## src/design/mhpq_pkg.sv

```systemverilog
package mhpq_pkg;

    localparam int CAPACITY = 64;
    localparam int IDX_W    = $clog2(CAPACITY);
    localparam int COUNT_W  = IDX_W + 1;
    localparam int ARR_W    = IDX_W;
    localparam int SYM_W    = 8;
    localparam int PRI_W    = 16;

    typedef struct packed {
        logic [SYM_W-1:0]        symbol;
        logic signed [PRI_W-1:0] prio;
        logic [ARR_W-1:0]        arrival;
    } entry_t;

    localparam int ENTRY_W = $bits(entry_t);

    typedef enum logic {
        OP_INSERT = 1'b0,
        OP_DRAIN  = 1'b1
    } op_t;

    typedef enum logic [1:0] {
        ST_ENTRY    = 2'd0,
        ST_EMPTY    = 2'd1,
        ST_OVERFLOW = 2'd2
    } status_t;

    typedef enum logic [3:0] {
        S_IDLE,
        S_INS_RD,
        S_INS_CMP,
        S_D_RD_ROOT,
        S_D_ROOT,
        S_D_OUT,
        S_D_LAST,
        S_D_RDL,
        S_D_RDR,
        S_D_SEL,
        S_D_DEC
    } state_t;

    // ordering key: priority, then arrival number
    function automatic logic precedes(input entry_t x, input entry_t y);
        if (x.prio != y.prio) begin
            return x.prio < y.prio;
        end
        return x.arrival < y.arrival;
    endfunction

endpackage

```

## src/design/mhpq_ram.sv

```systemverilog
module mhpq_ram #(
    parameter int WIDTH = 8,
    parameter int DEPTH = 16
) (
    input  logic                     aclk,
    input  logic                     wr_en,
    input  logic [$clog2(DEPTH)-1:0] wr_addr,
    input  logic [WIDTH-1:0]         wr_data,
    input  logic [$clog2(DEPTH)-1:0] rd_addr,
    output logic [WIDTH-1:0]         rd_data
);
    logic [WIDTH-1:0] mem [DEPTH];

    always_ff @(posedge aclk) begin
        if (wr_en) begin
            mem[wr_addr] <= wr_data;
        end
        rd_data <= mem[rd_addr];
    end
endmodule

```

## src/design/min_heap_priority_queue_top.sv

```systemverilog
// binary min-heap priority queue of (symbol, priority) entries held in one
// synchronous ram of CAPACITY entries. an insert request is stored and sifted
// up with a moving hole, each level a parent read and then a compare and
// write; no result comes back unless the queue is full, then one overflow
// result echoes the entry. a drain request hands out all entries in
// ascending priority (ties in insertion order) and empties the queue; each
// entry is fetched from the root and presented, then the last entry is
// sifted down level by level, all bound by the single read port of the ram.
// a drain of an empty queue gives one empty result.
// a new request is taken only when the sequencer is idle and no result waits.
module min_heap_priority_queue_top (
    input  logic                          aclk,
    input  logic                          aresetn,
    input  logic                          s_valid,
    output logic                          s_ready,
    input  logic                          s_op,
    input  logic [7:0]                    s_symbol,
    input  logic signed [15:0]            s_priority_req,
    output logic                          m_valid,
    input  logic                          m_ready,
    output logic [7:0]                    m_symbol_res,
    output logic signed [15:0]            m_priority_res,
    output logic [1:0]                    m_status,
    output logic                          m_last
);
    import mhpq_pkg::*;

    // sequencer state and counters
    state_t               state_reg, state_next;
    logic [COUNT_W-1:0]   count_reg, count_next;
    logic [ARR_W-1:0]     arr_reg, arr_next;
    logic [IDX_W-1:0]     pos_reg, pos_next;
    logic [IDX_W-1:0]     cidx_reg, cidx_next;
    entry_t               cur_reg, cur_next;
    entry_t               child_reg, child_next;

    // result register
    logic                 mv_reg, mv_next;
    logic [SYM_W-1:0]     msym_reg, msym_next;
    logic [PRI_W-1:0]     mpri_reg, mpri_next;
    status_t              mst_reg, mst_next;
    logic                 mlast_reg, mlast_next;

    // ram port
    logic                 wr_en;
    logic [IDX_W-1:0]     wr_addr, rd_addr;
    entry_t               wr_data, rd_data;
    logic [ENTRY_W-1:0]   rd_raw;

    logic                 s_fire, m_fire;
    logic [IDX_W-1:0]     par_idx;
    logic [IDX_W:0]       lc_w;
    logic [IDX_W+1:0]     rc_w;
    logic                 lc_in, rc_in;

    mhpq_ram #(.WIDTH(ENTRY_W), .DEPTH(CAPACITY)) u_ram (
        .aclk    (aclk),
        .wr_en   (wr_en),
        .wr_addr (wr_addr),
        .wr_data (wr_data),
        .rd_addr (rd_addr),
        .rd_data (rd_raw)
    );
    assign rd_data = entry_t'(rd_raw);

    assign s_ready = (state_reg == S_IDLE) && !mv_reg;
    assign s_fire  = s_valid && s_ready;
    assign m_fire  = mv_reg && m_ready;

    // heap index arithmetic
    assign par_idx = IDX_W'((pos_reg - 1'b1) >> 1);
    assign lc_w    = {pos_reg, 1'b1};
    assign rc_w    = {1'b0, lc_w} + 1'b1;
    assign lc_in   = {1'b0, lc_w} < {1'b0, count_reg};
    assign rc_in   = rc_w < {1'b0, count_reg};

    // next state
    always_comb begin
        state_next = state_reg;
        case (state_reg)
            S_IDLE: begin
                if (s_fire) begin
                    if (s_op == OP_INSERT) begin
                        if (count_reg < COUNT_W'(CAPACITY)) begin
                            state_next = S_INS_RD;
                        end
                    end else if (count_reg != '0) begin
                        state_next = S_D_RD_ROOT;
                    end
                end
            end
            S_INS_RD:    state_next = (pos_reg == '0) ? S_IDLE : S_INS_CMP;
            S_INS_CMP:   state_next = precedes(cur_reg, rd_data) ? S_INS_RD : S_IDLE;
            S_D_RD_ROOT: state_next = S_D_ROOT;
            S_D_ROOT:    state_next = S_D_OUT;
            S_D_OUT: begin
                if (m_fire) begin
                    state_next = (count_reg == COUNT_W'(1)) ? S_IDLE : S_D_LAST;
                end
            end
            S_D_LAST:    state_next = S_D_RDL;
            S_D_RDL:     state_next = lc_in ? S_D_RDR : S_D_RD_ROOT;
            S_D_RDR:     state_next = rc_in ? S_D_SEL : S_D_DEC;
            S_D_SEL:     state_next = S_D_DEC;
            S_D_DEC:     state_next = precedes(child_reg, cur_reg) ? S_D_RDL : S_D_RD_ROOT;
            default:     state_next = S_IDLE;
        endcase
    end

    // datapath and ram control
    always_comb begin
        count_next = count_reg;
        arr_next   = arr_reg;
        pos_next   = pos_reg;
        cidx_next  = cidx_reg;
        cur_next   = cur_reg;
        child_next = child_reg;
        mv_next    = mv_reg && !m_ready;
        msym_next  = msym_reg;
        mpri_next  = mpri_reg;
        mst_next   = mst_reg;
        mlast_next = mlast_reg;
        wr_en      = 1'b0;
        wr_addr    = pos_reg;
        wr_data    = cur_reg;
        rd_addr    = '0;
        case (state_reg)
            S_IDLE: begin
                if (s_fire) begin
                    if (s_op == OP_INSERT) begin
                        if (count_reg < COUNT_W'(CAPACITY)) begin
                            cur_next   = '{symbol: s_symbol, prio: s_priority_req,
                                           arrival: arr_reg};
                            pos_next   = count_reg[IDX_W-1:0];
                            count_next = count_reg + 1'b1;
                            arr_next   = arr_reg + 1'b1;
                        end else begin
                            // full: drop and echo
                            mv_next    = 1'b1;
                            msym_next  = s_symbol;
                            mpri_next  = s_priority_req;
                            mst_next   = ST_OVERFLOW;
                            mlast_next = 1'b1;
                        end
                    end else begin
                        arr_next = '0;
                        if (count_reg == '0) begin
                            mv_next    = 1'b1;
                            msym_next  = '0;
                            mpri_next  = '0;
                            mst_next   = ST_EMPTY;
                            mlast_next = 1'b1;
                        end
                    end
                end
            end
            S_INS_RD: begin
                rd_addr = par_idx;
                if (pos_reg == '0) begin
                    wr_en = 1'b1;
                end
            end
            S_INS_CMP: begin
                wr_en = 1'b1;
                if (precedes(cur_reg, rd_data)) begin
                    wr_data  = rd_data;
                    pos_next = par_idx;
                end
            end
            S_D_RD_ROOT: rd_addr = '0;
            S_D_ROOT: begin
                mv_next    = 1'b1;
                msym_next  = rd_data.symbol;
                mpri_next  = rd_data.prio;
                mst_next   = ST_ENTRY;
                mlast_next = (count_reg == COUNT_W'(1));
            end
            S_D_OUT: begin
                if (m_fire) begin
                    count_next = count_reg - 1'b1;
                    rd_addr    = count_next[IDX_W-1:0];
                end
            end
            S_D_LAST: begin
                cur_next = rd_data;
                pos_next = '0;
            end
            S_D_RDL: begin
                rd_addr = lc_w[IDX_W-1:0];
                if (!lc_in) begin
                    wr_en = 1'b1;
                end
            end
            S_D_RDR: begin
                child_next = rd_data;
                cidx_next  = lc_w[IDX_W-1:0];
                rd_addr    = rc_w[IDX_W-1:0];
            end
            S_D_SEL: begin
                if (precedes(rd_data, child_reg)) begin
                    child_next = rd_data;
                    cidx_next  = rc_w[IDX_W-1:0];
                end
            end
            S_D_DEC: begin
                wr_en = 1'b1;
                if (precedes(child_reg, cur_reg)) begin
                    wr_data  = child_reg;
                    pos_next = cidx_reg;
                end
            end
            default: ;
        endcase
    end

    always_ff @(posedge aclk) begin
        if (!aresetn) begin
            state_reg <= S_IDLE;
            count_reg <= '0;
            arr_reg   <= '0;
            mv_reg    <= 1'b0;
        end else begin
            state_reg <= state_next;
            count_reg <= count_next;
            arr_reg   <= arr_next;
            mv_reg    <= mv_next;
        end
        pos_reg   <= pos_next;
        cidx_reg  <= cidx_next;
        cur_reg   <= cur_next;
        child_reg <= child_next;
        msym_reg  <= msym_next;
        mpri_reg  <= mpri_next;
        mst_reg   <= mst_next;
        mlast_reg <= mlast_next;
    end

    assign m_valid        = mv_reg;
    assign m_symbol_res   = msym_reg;
    assign m_priority_res = mpri_reg;
    assign m_status       = mst_reg;
    assign m_last         = mlast_reg;

    // count never passes capacity
    a_count_bound: assert property (@(posedge aclk) disable iff (!aresetn)
        count_reg <= COUNT_W'(CAPACITY))
        else $error("entry count above capacity");

    // no ram write while waiting for a request or a result handoff
    a_no_idle_write: assert property (@(posedge aclk) disable iff (!aresetn)
        (state_reg == S_IDLE || state_reg == S_D_OUT) |-> !wr_en)
        else $error("ram write outside a sift");

    // the last result of a drain leaves the queue empty
    a_drain_end: assert property (@(posedge aclk) disable iff (!aresetn)
        (state_reg == S_D_OUT && m_fire && m_last) |=> (count_reg == '0))
        else $error("drain ended with entries left");

    // arrival numbers restart after each drain request
    a_arr_clear: assert property (@(posedge aclk) disable iff (!aresetn)
        (s_fire && s_op == OP_DRAIN) |=> (arr_reg == '0))
        else $error("arrival counter not cleared by drain");
endmodule
```

## config.mk

```make
export PLATFORM = sky130hd
export DESIGN_NAME = min_heap_priority_queue_top
export DESIGN_NICKNAME = d
export VERILOG_FILES = /design/src/design/mhpq_pkg.sv /design/src/design/mhpq_ram.sv /design/src/design/min_heap_priority_queue_top.sv
export SDC_FILE = /design/constraint.sdc
export NUM_CORES = 2
export LEC_CHECK = 0
export BUFFER_PORTS_ARGS = -buffer_cell sky130_fd_sc_hd__buf_4
export CORE_ASPECT_RATIO = 1.2
export CORE_MARGIN = 2
export CORE_UTILIZATION = 44
export CTS_BUF_LIST = sky130_fd_sc_hd__clkbuf_8
export CTS_CLUSTER_SIZE = 14
export DETAILED_ROUTE_END_ITERATION = 6
export PLACE_DENSITY_LB_ADDON = 0.25
export SETUP_SLACK_MARGIN = 0.2
export SYNTH_ARGS = -nofsm -noshare
export SYNTH_HDL_FRONTEND = slang
export SYNTH_SLANG_ARGS = --single-unit
```

## constraint.sdc

```tcl
create_clock -name aclk -period 5.9 [get_ports aclk]
set_input_delay 1.475 -clock aclk [delete_from_list [all_inputs] [get_ports aclk]]
set_output_delay 1.475 -clock aclk [all_outputs]
set_load 0.02 [all_outputs]
```

# After elaboration in Yosys (flattened, before gate mapping)
# Memory sizes are Yosys's and may differ from the RTL's. A register that Yosys moved wholly into a read port is not among the register bits.
# Cells that the tools add are included.
[classes] eq_ne=25 add_sub_neg=5 magnitude_cmp=9 reduce_logical=24 muxes=83
[op_table] operator="$mux W30" count=6
[op_table] operator="$pmux W30 S2" count=3
[op_table] operator="$mux W16" count=4
[op_table] operator="$mux W6" count=9
[op_table] operator="$lt A16 B16 Y1" count=3
[op_table] operator="$ne A16 B16 Y1" count=3
[op_table] operator="$pmux W6 S4" count=2
[op_table] operator="$pmux W4 S11" count=1
[op_table] operator="$mux W8" count=4
[op_table] operator="$pmux W16 S2" count=1
[op_table] operator="$mux W1" count=28
[op_table] operator="$mux W7" count=4
[op_table] operator="$mux W4" count=6
[op_table] operator="$lt A6 B6 Y1" count=3
[op_table] operator="$eq A4 B3 Y1 const B" count=4
[op_table] operator="$pmux W8 S2" count=1
[op_table] operator="$pmux W7 S2" count=1
[op_table] operator="$eq A4 B4 Y1 const B" count=3
[op_table] operator="$mux W2" count=6
[op_table] operator="$ne A2 B2 Y1 const B" count=6
[op_table] operator="$pmux W6 S2" count=1
[op_table] operator="$reduce_and A4 Y1" count=3
[op_table] operator="$reduce_bool A2 Y1" count=5
[op_table] operator="$ne A3 B2 Y1 const B" count=3
[op_table] operator="other kinds (29)" count=36
[word_totals] regBits=117 mem_bits_rw=1920 out_inout_bits=29 mem_count=1 elab_cells=163 input_bits=29
[mem_list] memory="u_ram.mem" depth=64 word_bits=30 rd=1 rd_ports_with_merged_regs=1 wr=1 line="mhpq_ram.sv:12" source="logic [WIDTH-1:0] mem [DEPTH];"

# Longest topological paths before layout
[logic_depth] depth_word=7 ltp_mapped=15 depth_no_buf=10

# By module
# From an unflattened synthesis, not the netlist that was laid out.
[unflattened] hier_cells=4150 area_unflattened_um2=82018.7
[by_module_without_submodules] module="mhpq_ram" instances=1 area_per_inst_um2=74179.9 seq_area_each_um2=58255.9 cells_each=3325
[by_module_without_submodules] module="min_heap_priority_queue_top" instances=1 area_per_inst_um2=7838.8 seq_area_each_um2=3333.2 cells_each=825

# Worst setup path before layout
# No wires, ideal clock.
[synth_path] kind="register -> register" start="register child_reg[21] (netlist bit)" end="memory u_ram.mem[0][10] (netlist bit), data pin" path_stages_with_launch=12 setup_time_ns=0.721 setup_slack_ns=0.170 path_buffers=3 arrival_time_ns=5.009 required_time_ns=5.179 period_less_slack_ns=5.730 path_cell_list="edfxtp_1 -> ha_1 -> and4_1 -> a221oi_1 -> o21ai_0 -> a221oi_2 -> mux2i_1 -> o211a_1 -> buf_2 -> buf_2 -> buf_2 -> o31ai_1"
[synth_between] elab_chain_len=7 word_cells_on_any_way=9 cone_classes="1 x order compare; 1 x eq/ne; 7 x mux"
[synth_rtl] item="from (decl)" line="min_heap_priority_queue_top.sv:35" source="entry_t child_reg, child_next;"
[synth_rtl] item="from (signal assigned)" line="min_heap_priority_queue_top.sv:231" source="child_reg <= child_next;"
[synth_rtl] item="branches (longest 3 deep; another with $lt A16 B16 Y1)"
[synth_rtl] item="$mux W1 *" line="mhpq_pkg.sv:48" source="return x.arrival < y.arrival;"
[synth_rtl] item="$mux W1 *" line="min_heap_priority_queue_top.sv:127" source="case (state_reg)"
[synth_rtl] item="$mux W30 *" line="min_heap_priority_queue_top.sv:207" source="if (precedes(child_reg, cur_reg)) begin"
[synth_rtl] item="$pmux W30 S2 *" line="min_heap_priority_queue_top.sv:127"
[synth_rtl] item="net u_ram.wr_data[10]" line="mhpq_ram.sv:8" source="input logic [WIDTH-1:0] wr_data,"
[synth_rtl] item="to (decl)" line="mhpq_ram.sv:12"
# Mark *: on every way through the listed nets, which the timed path passes. The select of a mux whose other input is x is not followed.

# Final worst setup path
[layout_path] start="register pos_reg[0]" end="register u_ram.rd_data[5], read port of u_ram.mem"
[layout_between] elab_chain_len=2 word_cells_on_any_way=3 cone_classes="2 x add/sub; 1 x mux"
[layout_rtl] item="from (decl)" line="min_heap_priority_queue_top.sv:32" source="logic [IDX_W-1:0] pos_reg, pos_next;"
[layout_rtl] item="from (signal assigned)" line="min_heap_priority_queue_top.sv:228" source="pos_reg <= pos_next;"
[layout_rtl] item="$add A7 B1 Y8 or $sub A6 B1 Y6 (tied branches)" line="min_heap_priority_queue_top.sv:73, min_heap_priority_queue_top.sv:71"
[layout_rtl] item="$pmux W6 S4 *" line="min_heap_priority_queue_top.sv:127"
[layout_rtl] item="to (decl)" line="mhpq_ram.sv:10" source="output logic [WIDTH-1:0] rd_data"
# Mark *: on every way between the ends. The rest lies on a longest branch, timed or not.
# A chain may end at the register's enable or synchronous reset.

==> metrics.cfg <==
[floorplan]
die_h_um=480
initial_utilization_pct=44.4
die_area_mm2=0.192
rows=174
die_w_um=401
fp.coreArea_mm2=0.187
io_pins=58

[synthesis]
ys_seq_area_share_pct=74.1
synthTopCellsByArea=edfxtp_1 73%, mux2i_1 5.8%, a221oi_1 5.1%
syn_nets=5400
synth_area_per_cell_um2=15.7
yosys-top-cells-count=2019 x edfxtp_1, 558 x nand2_1, 516 x a21oi_1, 481 x a221oi_1, 481 x mux2i_1
yosysTopAreaCellShare_pct=72.9
syn-instance-count=5289
syn-cell-area_mm2=0.0831
synth_area_leader_cell=edfxtp_1
synth_edf_count=2019
ys_warn_count=0
synth_top_flop_cell=edfxtp_1
ys_ff_latch=2067
synth.distinct_cells=75
yosysMostFrequentCell=edfxtp_1
async_flop_share_pct=0

[timing]
relSlewSlack_pct=9.28
setup_viol=0
finalSetupTns_ns=0
clock.fmax_ghz=0.187
worst_slew_pin_slew_ns=1.34
period_share_pct=90.5
hold_viol=0
rsz0062_at_grt=no
finalClockSkew_ns=0.0913
holdWs_ns=0.526
worst_slack_ns=0.560
drv_slew=0
period_minus_slack_ns=5.34

[global_route]
grt_max_degree=131
grt_pass1_wl_um=353000
globalRouteTotalUtil_pct=25.3
globalRouteOverflowTotal=0
grt_pass1_vias=49200
antenna_found_initial=13

[layout]
largest_register=u_ram.mem
syn2layout_area_growth_pct=13.1
fin_util_pct=50.1
largest_reg_flops=1920
drive_above_1_share_pct=15.7
finalNetCount=5683

[clock_tree]
clockBufferDepth=4
cts_setup_buffers=0
clk_pin_slew_ns=0.06
cts_max_level=5
clock_sinks=2067
hold_buffers=0
post_cts_resized=0
cts_tree=built
clk_latency_ns=1.05
cts_root_buf=clkbuf_8
cts_buffers=324

[power]
p_leak_nw=33.9
vdd_drop_max_uv=292
totalPowerFinal_w=0.0424
power_density_mw_per_mm2=451

[drt]
drt-total-wl_um=247000
drc=2
drtPass1Iterations=7
vias_per_cell=6.13
wire_per_inst_um=29.9
vias=50800
antenna_left=0
initialDrtViolationCount=6348

[worst_setup_path]
setup.worst_path.end_class=flop
crit_fanout=31
criticalPathCategory=flop to flop
arrival_ns=6.17
start_kind=flop
required_ns=6.73

[run_status]
outcome=finished, violations left
violations=design-rule violations

[placement]
place_congestion=0.865
port_buffers=57
dp_hpwl_um=136000
pre_cts_ws_ns=0.622

[run]
max_cap_violations=0

[hold_path]
worstHoldPathType=flop to flop

[final cells by class]
| class | count | area [um2] |
|---|---|---|
| Antenna cell | 7 | 17.5 |
| Sequential cell | 2067 | 61600 |
| Tap cell | 2464 | 3080 |
| Fill cell | 15400 | 93500 |
| Multi-Input combinational cell | 2754 | 20200 |
| Clock inverter | 218 | 980 |
| Timing Repair Buffer | 346 | 3120 |
| Clock buffer | 342 | 4710 |
| Inverter | 79 | 297 |
[power by group]
group	switching, W	leakage (nW)	total (W)	internal (W)
sequential	0.000646	18.6	0.0192	0.0186
combinational	0.00872	11.9	0.0123	0.00358
clock	0.00543	3.43	0.0109	0.00550
total	0.0148	33.9	0.0424	0.0276
[worst paths after layout]
path | from | slack, ns | to | depth (start not counted)
setup / recovery | pos_reg[0] | 0.56 | u_ram.rd_data[5] | 12
hold / removal | arr_reg[5] | 0.53 | arr_reg[5] | 2
setup reg to reg | pos_reg[0] | 0.56 | u_ram.rd_data[5] | 12
hold reg to reg | arr_reg[5] | 0.53 | arr_reg[5] | 2
[critical path: stages (launching register included)]
cell and delay [ns]:
edfxtp_1 0.65, inv_1 0.29, ha_1 0.45, nor3_1 0.06, a21oi_1 0.31, nor2_1 0.12, a21oi_4 0.69, buf_4 0.44
buf_4 0.48, mux2i_1 0.27, a221oi_1 0.15, o41ai_2 0.96, o2111ai_1 0.24
[through the flow]
step	area, um2	cells
2_1_floorplan	83100	5289
3_3_place_gp	88200	7707
3_5_place_dp	88300	7710
4_1_cts	94000	8270
5_1_grt	94000	8271
6_report	94000	8277
[cells in the final DEF (no fill, tap or decap), types with 37 or more instances in the layout]
cell type / Yosys / layout
nand2_1: 558 / 556
o21ai_0: 60 / 60
a221oi_1: 481 / 481
a21oi_1: 516 / 514
ha_1: 82 / 82
clkbuf_8: 0 / 342
dfxtp_1: 48 / 48
mux2i_1: 481 / 481
buf_12: 0 / 42
o41ai_1: 90 / 81
edfxtp_1: 2019 / 2019
nor3_2: 0 / 46
buf_4: 50 / 304
clkinv_1: 0 / 43
nor2_1: 56 / 37
inv_1: 79 / 218
[cells by family after synthesis]
group	synth area share, %
XOR/XNOR	0.242
buffers and inverters	2.81
multiplexers	6.21
AND/OR/NAND/NOR	4.35
flip-flops	74.1
AO/OA/AOI/OAI	11.1
adder cells (fa/ha/maj)	1.23
[layer usage]
metal	track usage [%]	up-vias	part of all wire (%)
met5	0	-	0.0053
met4	12.6	2	4.9
met3	4.81	488	8.6
met2	40.8	2533	47
met1	32.9	26000	39
li1	-	21700	-
Power figures use the tool's default switching activity.
